### src/rtl/clirm_pkg.sv
`default_nettype none
// ----------------------------------------------------------------------------
// clirm_pkg
// Types and constants shared by the CPU load meter core and its sequencer.
// ----------------------------------------------------------------------------
package clirm_pkg;

  localparam int unsigned CNT_W   = 32;
  localparam int unsigned BP_W    = 14;
  localparam int unsigned TPS_W   = 16;
  localparam int unsigned SUB_W   = CNT_W + 1;
  localparam int unsigned PROD_W  = CNT_W + BP_W;
  localparam int unsigned DIV_STEPS = BP_W;
  localparam int unsigned STEP_W  = $clog2(DIV_STEPS);

  localparam logic [BP_W-1:0]  BP_FULL   = BP_W'(10000);
  localparam logic [TPS_W-1:0] TPS_RESET = TPS_W'(1000);

  localparam logic CMD_IDLE  = 1'b0;
  localparam logic CMD_QUERY = 1'b1;

  typedef enum logic [2:0] {
    S_IDLE,
    S_ELAPSED,
    S_WINDOW,
    S_MUL,
    S_SAT,
    S_DIV,
    S_FINAL,
    S_DONE
  } seq_state_t;

  typedef struct packed {
    logic             valid;
    logic             command;
    logic [CNT_W-1:0] now_tick;
  } req_t;

  typedef struct packed {
    logic            valid;
    logic [BP_W-1:0] usage;
  } resp_t;

endpackage
`default_nettype wire

### src/rtl/clirm_sub.sv
`default_nettype none
// ----------------------------------------------------------------------------
// clirm_sub
// Shared subtractor: difference and borrow, used for tick deltas, window
// compares, the saturation check, divide steps and the final 10000 - share.
// ----------------------------------------------------------------------------
module clirm_sub
  import clirm_pkg::*;
(
  input  wire logic [SUB_W-1:0] a,
  input  wire logic [SUB_W-1:0] b,
  output logic      [SUB_W-1:0] diff,
  output logic                  borrow
);

  logic [SUB_W:0] full;

  assign full   = {1'b0, a} - {1'b0, b};
  assign diff   = full[SUB_W-1:0];
  assign borrow = full[SUB_W];

endmodule
`default_nettype wire

### src/rtl/clirm_seq.sv
`default_nettype none
// ----------------------------------------------------------------------------
// clirm_seq
// Meter state and sequencer. One subtractor is reused for the tick, window
// and saturation compares and for the restoring divide of idle_count * 10000 by the baseline.
// ----------------------------------------------------------------------------
module clirm_seq
  import clirm_pkg::*;
(
  input  wire logic             clk,
  input  wire logic             rst,
  input  wire req_t             req,
  input  wire logic [TPS_W-1:0] tps,
  input  wire logic             res_ready,
  output logic                  busy,
  output resp_t                 resp
);

  seq_state_t state, state_next;

  logic [CNT_W-1:0]  idle_count;
  logic [CNT_W-1:0]  baseline;
  logic [CNT_W-1:0]  start_tick;
  logic [BP_W-1:0]   last_usage;
  logic              first_pending;

  logic [CNT_W-1:0]  now_q;
  logic [CNT_W-1:0]  elapsed;
  logic [CNT_W-1:0]  prod_hi;
  logic [BP_W-1:0]   prod_lo;
  logic [CNT_W-1:0]  rem;
  logic [BP_W-1:0]   quo;
  logic [STEP_W-1:0] step;
  logic [BP_W-1:0]   res;

  logic [SUB_W-1:0]  sub_a, sub_b, sub_diff;
  logic              sub_borrow;
  logic [PROD_W-1:0] mul;
  logic              base_zero;

  assign base_zero = (baseline == '0);
  assign mul       = PROD_W'(idle_count) * PROD_W'(BP_FULL);

  clirm_sub u_sub (
    .a      (sub_a),
    .b      (sub_b),
    .diff   (sub_diff),
    .borrow (sub_borrow)
  );

  // operand select for the shared subtractor
  always_comb begin
    sub_a = '0;
    sub_b = '0;
    case (state)
      S_ELAPSED: begin
        sub_a = {1'b0, now_q};
        sub_b = {1'b0, start_tick};
      end
      S_WINDOW: begin
        sub_a = {1'b0, elapsed};
        sub_b = SUB_W'(tps);
      end
      S_SAT: begin
        sub_a = {1'b0, prod_hi};
        sub_b = {1'b0, baseline};
      end
      S_DIV: begin
        sub_a = {rem, prod_lo[BP_W-1]};
        sub_b = {1'b0, baseline};
      end
      S_FINAL: begin
        sub_a = SUB_W'(BP_FULL);
        sub_b = SUB_W'(quo);
      end
      default: begin
        sub_a = '0;
        sub_b = '0;
      end
    endcase
  end

  always_comb begin
    state_next = state;
    case (state)
      S_IDLE: begin
        if (req.valid && req.command == CMD_QUERY) begin
          if (base_zero && first_pending) state_next = S_DONE;
          else state_next = S_ELAPSED;
        end
      end
      S_ELAPSED: state_next = S_WINDOW;
      S_WINDOW: begin
        if (!sub_borrow && !base_zero) state_next = S_MUL;
        else state_next = S_DONE;
      end
      S_MUL: state_next = S_SAT;
      S_SAT: begin
        if (!sub_borrow) state_next = S_DONE;
        else state_next = S_DIV;
      end
      S_DIV: begin
        if (step == '0) state_next = S_FINAL;
      end
      S_FINAL: state_next = S_DONE;
      S_DONE: begin
        if (res_ready) state_next = S_IDLE;
      end
      default: state_next = S_IDLE;
    endcase
  end

  assign busy       = (state != S_IDLE);
  assign resp.valid = (state == S_DONE);
  assign resp.usage = res;

  always_ff @(posedge clk) begin
    if (rst) begin
      state <= S_IDLE;
    end else begin
      state <= state_next;
    end
  end

  always_ff @(posedge clk) begin
    if (rst) begin
      idle_count    <= '0;
      baseline      <= '0;
      start_tick    <= '0;
      last_usage    <= '0;
      first_pending <= 1'b1;
    end else begin
      case (state)
        S_IDLE: begin
          if (req.valid) begin
            if (req.command == CMD_IDLE) begin
              idle_count <= idle_count + CNT_W'(1);
            end else begin
              now_q <= req.now_tick;
              if (base_zero && first_pending) begin
                start_tick    <= req.now_tick;
                idle_count    <= '0;
                first_pending <= 1'b0;
                res           <= '0;
              end
            end
          end
        end
        S_ELAPSED: elapsed <= sub_diff[CNT_W-1:0];
        S_WINDOW: begin
          if (!sub_borrow && base_zero) begin
            // calibration window closed: take the baseline
            baseline   <= idle_count;
            idle_count <= '0;
            start_tick <= now_q;
            res        <= '0;
          end else if (sub_borrow) begin
            res <= base_zero ? '0 : last_usage;
          end
        end
        S_MUL: begin
          prod_hi    <= mul[PROD_W-1:BP_W];
          prod_lo    <= mul[BP_W-1:0];
          idle_count <= '0;
          start_tick <= now_q;
        end
        S_SAT: begin
          if (!sub_borrow) begin
            // quotient would exceed 14 bits: idle share clamps, load is 0
            last_usage <= '0;
            res        <= '0;
          end else begin
            rem  <= prod_hi;
            quo  <= '0;
            step <= STEP_W'(DIV_STEPS - 1);
          end
        end
        S_DIV: begin
          if (!sub_borrow) begin
            rem <= sub_diff[CNT_W-1:0];
            quo <= {quo[BP_W-2:0], 1'b1};
          end else begin
            rem <= sub_a[CNT_W-1:0];
            quo <= {quo[BP_W-2:0], 1'b0};
          end
          prod_lo <= {prod_lo[BP_W-2:0], 1'b0};
          step    <= step - STEP_W'(1);
        end
        S_FINAL: begin
          last_usage <= sub_borrow ? '0 : sub_diff[BP_W-1:0];
          res        <= sub_borrow ? '0 : sub_diff[BP_W-1:0];
        end
        default: begin
        end
      endcase
    end
  end

endmodule
`default_nettype wire

### src/rtl/cpu_load_idle_ratio_meter_core.sv
`default_nettype none
// Idle events are taken back to back, one per cycle, while not busy. The first
// query goes straight to its result; others pass the elapsed and window
// states, then, if a window closes after calibration, multiply and saturate
// and, unless the idle share clamps, the 14-step restoring divide and a final
// step. One item at a time: the input stalls until the result enters the output
// register. Synchronous reset clears the meter, sets the window to 1000 ticks.
// ----------------------------------------------------------------------------
// cpu_load_idle_ratio_meter_core
// Idle-count CPU load meter: counts idle items, answers queries in basis
// points, with a window length register and a registered result output.
// ----------------------------------------------------------------------------
module cpu_load_idle_ratio_meter_core
  import clirm_pkg::*;
(
  input  wire logic             clk,
  input  wire logic             rst,
  input  wire logic             in_valid,
  output logic                  in_stall,
  input  wire logic             command,
  input  wire logic [CNT_W-1:0] now_tick,
  output logic                  out_valid,
  input  wire logic             out_stall,
  output logic [BP_W-1:0]       usage_bp,
  input  wire logic             cfg_valid,
  output logic                  cfg_ready,
  input  wire logic [TPS_W-1:0] ticks_per_second
);

  logic [TPS_W-1:0] tps;
  logic             busy;
  logic             out_free;
  req_t             req;
  resp_t            resp;

  assign in_stall  = busy;
  assign cfg_ready = !busy;
  assign out_free  = !out_valid || !out_stall;

  assign req.valid    = in_valid && !busy;
  assign req.command  = command;
  assign req.now_tick = now_tick;

  clirm_seq u_seq (
    .clk       (clk),
    .rst       (rst),
    .req       (req),
    .tps       (tps),
    .res_ready (out_free),
    .busy      (busy),
    .resp      (resp)
  );

  always_ff @(posedge clk) begin
    if (rst) begin
      tps <= TPS_RESET;
    end else if (cfg_valid && cfg_ready) begin
      tps <= ticks_per_second;
    end
  end

  always_ff @(posedge clk) begin
    if (rst) begin
      out_valid <= 1'b0;
    end else if (out_free) begin
      out_valid <= resp.valid;
      if (resp.valid) usage_bp <= resp.usage;
    end
  end

endmodule
`default_nettype wire

### config.mk
export PLATFORM = sky130hd
export DESIGN_NAME = cpu_load_idle_ratio_meter_core
export DESIGN_NICKNAME = d
export VERILOG_FILES = /design/src/rtl/clirm_pkg.sv /design/src/rtl/clirm_sub.sv /design/src/rtl/clirm_seq.sv /design/src/rtl/cpu_load_idle_ratio_meter_core.sv
export SDC_FILE = /design/constraint.sdc
export NUM_CORES = 1
export LEC_CHECK = 0
export BUFFER_PORTS_ARGS = -buffer_cell sky130_fd_sc_hd__clkbuf_2
export CORE_UTILIZATION = 60
export CTS_CLUSTER_DIAMETER = 150
export DETAILED_ROUTE_END_ITERATION = 8
export GPL_TIMING_DRIVEN = 0
export PLACE_DENSITY_LB_ADDON = 0.25
export SLEW_MARGIN = 20
export SYNTH_ARGS = -nofsm -noshare
export SYNTH_HDL_FRONTEND = slang
export SYNTH_HIERARCHICAL = 1
export SYNTH_SLANG_ARGS = --single-unit
### constraint.sdc
create_clock -name clk -period 11.4 [get_ports clk]
set_clock_uncertainty 0.1 [all_clocks]
set_input_delay 0 -clock clk [delete_from_list [all_inputs] [get_ports clk]]
set_output_delay 0 -clock clk [all_outputs]
set_load 0.02 [all_outputs]
### Yosys cells after proc, flatten, opt, wreduce, memory -nomap -nowiden

Index checks and enable logic that the tools add are counted.

* bits in registers: 319
* input port bits: 54
* output and inout port bits: 17
* logic and storage cells: 113

* add/subtract/negate cells: 3
* $mul: 1
* eq/ne operators: 18
* mux-type cells: 38
* bitwise gates (word level): 1
* reduce and logical (&&, ||, !) cells: 35

Operators with widths (count)
* $mux W32: 10
* $pmux W32 S3: 2
* $pmux W33 S5: 1
* $pmux W32 S4: 1
* $mux W14: 9
* $pmux W14 S2: 3
* $pmux W32 S2: 1
* $pmux W14 S4: 1
* $mul A32 B10 Y42 const B: 1
* $sub A33 B32 Y34: 1
* $add A32 B1 Y32 const B: 1
* $logic_not A32 Y1: 1
* $pmux W3 S8: 1
* $mux W3: 5
* $eq A3 B3 Y1 const B: 4
* $reduce_and A4 Y1: 3
* $ne A2 B1 Y1 const B: 5
* $reduce_and A2 Y1: 5
* $reduce_and A3 Y1: 3
* $ne A2 B2 Y1 const B: 4
* $pmux W4 S2: 1
* $reduce_and A7 Y1: 1
* $eq A3 B2 Y1 const B: 2
* $logic_and A1 B1 Y1: 6
* 16 further kinds: 24

### Depth between registers and ports, before layout

* depth in word-level cells: 8
* depth in mapped cells: 27
* depth with buffers taken out: 21

### By module

Netlist, hierarchy kept.

Modules (own cells, without submodules)
* clirm_seq: instances 1, cells each 1709, area an instance 17469.3 um^2
* clirm_sub: instances 1, cells each 295, area an instance 2026.9 um^2
* cpu_load_idle_ratio_meter_core: instances 1, cells each 93, area an instance 1231.2 um^2

### Worst setup path before layout

OpenSTA, ideal clock, no wires.

* path kind: reg2reg
* start: register u_seq.state[1]
* end: register u_seq.quo[0] (enable)
* library setup time: 0.533 ns
* data arrival time: 7.637 ns
* data required time: 10.767 ns
* slack: 3.130 ns
* cell stages (with the launch flop): 20
* path buffers: 4
* clock period less this slack: 8.270 ns
* cells stage by stage: dfxtp_1 clkbuf_1 nor3_1 clkbuf_1 buf_1 a22oi_1 nand2_1 inv_1 ha_1 a21o_1 a21oi_2 a21oi_2 o31ai_4 a211oi_2 nor2_2 nor2_1 o22ai_1 buf_2 inv_1 a211oi_1

* cells in the longest elaborated chain, start to end: 6
* elaborated cells between the ends (all ways): 12
* classes of those cells: add/sub (1); eq/ne (6); mux (2); reduce/logical (3)

RTL lines
* start, declared: line clirm_seq.sv:19 `seq_state_t state, state_next;`
* start signal, assigned: line clirm_seq.sv:121 `state <= state_next;`
* $eq A3 B3 Y1: line clirm_seq.sv:55 `case (state)`
* $reduce_or A2 Y1 (no source line)
* $pmux W32 S4 *: line clirm_seq.sv:55
* named net u_seq.sub_b[3]: line clirm_seq.sv:36 `logic [SUB_W-1:0] sub_a, sub_b, sub_diff;`
* $sub A33 B32 Y34 *: line clirm_sub.sv:18 `assign full = {1'b0, a} - {1'b0, b};`
* named net u_seq.sub_borrow: line clirm_seq.sv:37 `logic sub_borrow;`
* $ne A2 B2 Y1 (no source line) *
* $reduce_and A3 Y1 (no source line) *
* end signal, assigned: line clirm_seq.sv:181 `quo <= {quo[BP_W-2:0], 1'b1};`
* end signal, assigned: line clirm_seq.sv:184 `quo <= {quo[BP_W-2:0], 1'b0};`
* end, declared: line clirm_seq.sv:32 `logic [BP_W-1:0] quo;`

Mark *: on every way through the listed nets, which the timed path passes. The rest lies on a longest branch.
A chain may end at the register's enable or synchronous reset.

### Worst setup path after layout

* start: register u_seq.state[1]
* end: register u_seq.start_tick[20]

* cells in the longest elaborated chain, start to end: 8
* elaborated cells between the ends (all ways): 23
* classes of those cells: add/sub (1); eq/ne (10); mux (3); reduce/logical (9)

RTL lines
* $eq A3 B3 Y1: line clirm_seq.sv:55
* $reduce_or A2 Y1 (no source line)
* $pmux W32 S4 *: line clirm_seq.sv:55
* named net u_seq.sub_b[1]: line clirm_seq.sv:36
* $sub A33 B32 Y34 *: line clirm_sub.sv:18
* named net u_seq.sub_borrow: line clirm_seq.sv:37
* $logic_not A1 Y1 *: line clirm_seq.sv:151 `if (!sub_borrow && base_zero) begin`
* $logic_and A1 B1 Y1 *: line clirm_seq.sv:151
* $ne A2 B1 Y1 (no source line) *
* $reduce_and A5 Y1 (no source line) *
* end signal, assigned: line clirm_seq.sv:141 `start_tick <= req.now_tick;`
* end signal, assigned: line clirm_seq.sv:155 `start_tick <= now_q;`
* end signal, assigned: line clirm_seq.sv:165 `start_tick <= now_q;`
* end, declared: line clirm_seq.sv:23 `logic [CNT_W-1:0] start_tick;`

Marks and branches as above.

==> key figures <==
Critical path
  • Crit path max fanout: 10
  • CP Buf/Inv Count: 6
  • Critical Path, Cell by Cell: clkbuf_1 > nor3_2 > clkbuf_1 > buf_1 > a22oi_1 > nand2_1 > inv_1 > ha_1 > nor2b_1 > o2111ai_2 > a21oi_2 > o31ai_4 > a211oi_2 > nor2_2 > nor2_1 > o22ai_1 > nor4_2 > nor2b_1 > nor3_1 > buf_2 > buf_1 > a211oi_1
  • Worst setup EP type: flop
  • CP max stage cell: nor4_2
  • Critical path arrival: 7.82 ns
  • Critical Path Source Type: flop
  • Critical Path RT: 11.68 ns
  • Top Family by Delay on Critical Path: simple AND/OR/NAND/NOR gates
  • Max incr delay on CP: 0.99 ns
  • Critical path class: reg -> reg

Logic synthesis
  • Syn Area/Cell: roughly 9.9 um^2
  • Syn_nets: between 2,000 and 2,500
  • Synthesized cell area: 0.0207 mm^2
  • Cells after Synth: 2,088
  • Synth warn: 6

Timing
  • Max Transition Viols Final: 0
  • Hold Vio Cnt, Final: 0
  • Worst slew pin tran: 1.14 ns
  • Worst hold slack: 0.0920 ns
  • Period utilization: 0.661
  • F_max: approximately 0.13 GHz
  • Post-route minimum period: 7.54 ns
  • Setup-failing EPs final: 0
  • RSZ-0062 raised after global routing: no
  • Slew headroom: 0.231

Routing
  • Via count: around 17,000
  • WL/cell: 22.4 um
  • ANT nets after route: 0
  • Pre-antenna DRT Iters: 6
  • Initial DRC Count: between 1,500 and 2,000
  • Final wirelength: 62,100 um
  • Residual DRC: 0
  • Drt via density: a little over 6

Power and ir drop
  • Sw Pwr: 0.00255 W
  • Flop pwr share: 0.273
  • Clk pwr share: 0.210
  • PwrDens: 243 mW/mm^2
  • Logic gate share of total power: 0.517
  • Sw Ratio: 0.439
  • Internal: 0.00326 W
  • Peak VDD IR: 0.000175 V
  • Pwr Total: 0.00580 W
  • Leakage: 10.8 nW

Global route
  • Initial antenna violation count: 0
  • GRT Overall Usage: 0.358
  • Largest net degree at the start of global routing: 20
  • Global-route wire length before repair: 96,400 um
  • Vias in the first global route: 17,100
  • Global route overflow: 0

CTS
  • Clock buffer depth: 3
  • CTS tree: built
  • Clock latency on the worst-skew pair: 0.55 ns
  • CTS Sinks: about 320
  • H-tree depth: 2
  • CTS clk-pin slew, worst paths: 0.06 ns
  • CTS Buf Count: 36
  • Root Buffer: clkbuf_16

Final layout
  • Layout Nets: 2,616
  • Fill cells: 2,550
  • # diodes: 0
  • Most frequent cells in the layout: inv_1 (240), edfxtp_1 (184), ha_1 (181)
  • Area growth syn-to-layout: 15.5%
  • Final instance area: 0.0239 mm^2
  • Layout cells sized above 1: 0.0904
  • Leading cell type in the layout, fill and taps excluded: inv_1

Status
  • Status: finished, final reports clean

Hold path
  • Hold Path Class: in -> reg

Die
  • Core ar.: between 0.03 and 0.04 mm^2
  • # rows: 67
  • Die Span X: 188 um
  • Die area: 0.0352 mm^2
  • # IOs: 71
  • DIE HEIGHT: 188 um
  • Initial Utilization: 0.613

Run
  • Max-Cap Viols: 0

Placement
  • Port buffer count: 70
  • Post-DP HPWL: ~47,000 um
  • RD Place Congestion: 1.01
  • Placed inst area: 0.0218 mm^2
[per-layer routing]
| layer | share of wire | vias to the layer above | global-route usage |
|---|---|---|---|
| li1 | - | 7771 | - |
| met1 | 0.39 | 8202 | 0.466 |
| met2 | 0.46 | 970 | 0.581 |
| met3 | 0.10 | 173 | 0.0717 |
| met4 | 0.045 | 0 | 0.151 |
| met5 | 0 | - | 0 |
[final timing paths]
| path | end | from | slack (ns) | depth (start not counted) |
|---|---|---|---|---|
| max | u_seq/start_tick[20] | u_seq/state[1] | 3.86 | 22 |
| min | u_seq/now_q[8] | now_tick[8] | 0.09 | 2 |
| max reg2reg | u_seq/start_tick[20] | u_seq/state[1] | 3.86 | 22 |
| min reg2reg | usage_bp[2] | u_seq/res[2] | 0.32 | 0 |
[state kept, by name (all words and copies together) (netlist names), 10 cells and up]
signal,count
u_seq/rem,32
u_seq/idle_count,32
u_seq/res,14
u_seq/start_tick,32
u_seq/elapsed,32
u_seq/quo,14
u_seq/baseline,32
tps,16
usage_bp,14
u_seq/prod_hi,32
u_seq/last_usage,14
u_seq/prod_lo,10
u_seq/now_q,32
[worst register-to-register path: cells and delay by family, from the launching register on]
kind	cells	cell delay (ns)
adders and majority gates	1	0.28
and+or+nand+nor	8	2.66
buffers and inverters	6	2.49
AOI/OAI and AO/OA	7	1.47
DFF	1	0.38
[through the flow]
step / std cells / util / TNS [ns] / worst slack, ns
after floorplan: 2088 / - / 0 / 3.13
after global placement: 2606 / 0.640 / -72.75 / -1.46
after detailed placement: 2624 / 0.647 / 0 / 4.26
after CTS: 2771 / 0.709 / 0 / 4.18
after global routing: 2771 / 0.709 / 0 / 3.74
final: 2771 / 0.709 / 0 / 3.86
[power groups by stage]
stage | Sequential [W] | Clock (W) | Combinational, W
3_5_place_dp | 0.00160 | 0 | 0.00281
2_1_floorplan | 0.00157 | 0 | 0.00199
3_3_place_gp | 0.00161 | 0 | 0.00273
6_report | 0.00158 | 0.00122 | 0.00300
4_1_cts | 0.00158 | 0.00123 | 0.00287
5_1_grt | 0.00159 | 0.00127 | 0.00319
[cell type report]
cell class	count	area [um^2]	share of cell area
Buffer	98	445	0.0187
Multi-Input combinational cell	1434	11200	0.470
Clock buffer	48	1020	0.0427
Tap cell	448	561	0.0235
Inverter	241	905	0.0379
Timing Repair Buffer	171	1360	0.0568
Sequential cell	315	8150	0.341
Clock inverter	16	218	0.00912
[repair_timing]
item                                   CTS  global route
buffers inserted                         0             0
hold buffers                            83             0
resized for setup                        0             0
endpoints found under the hold margin   90             0
Power figures use the tool's default switching activity.
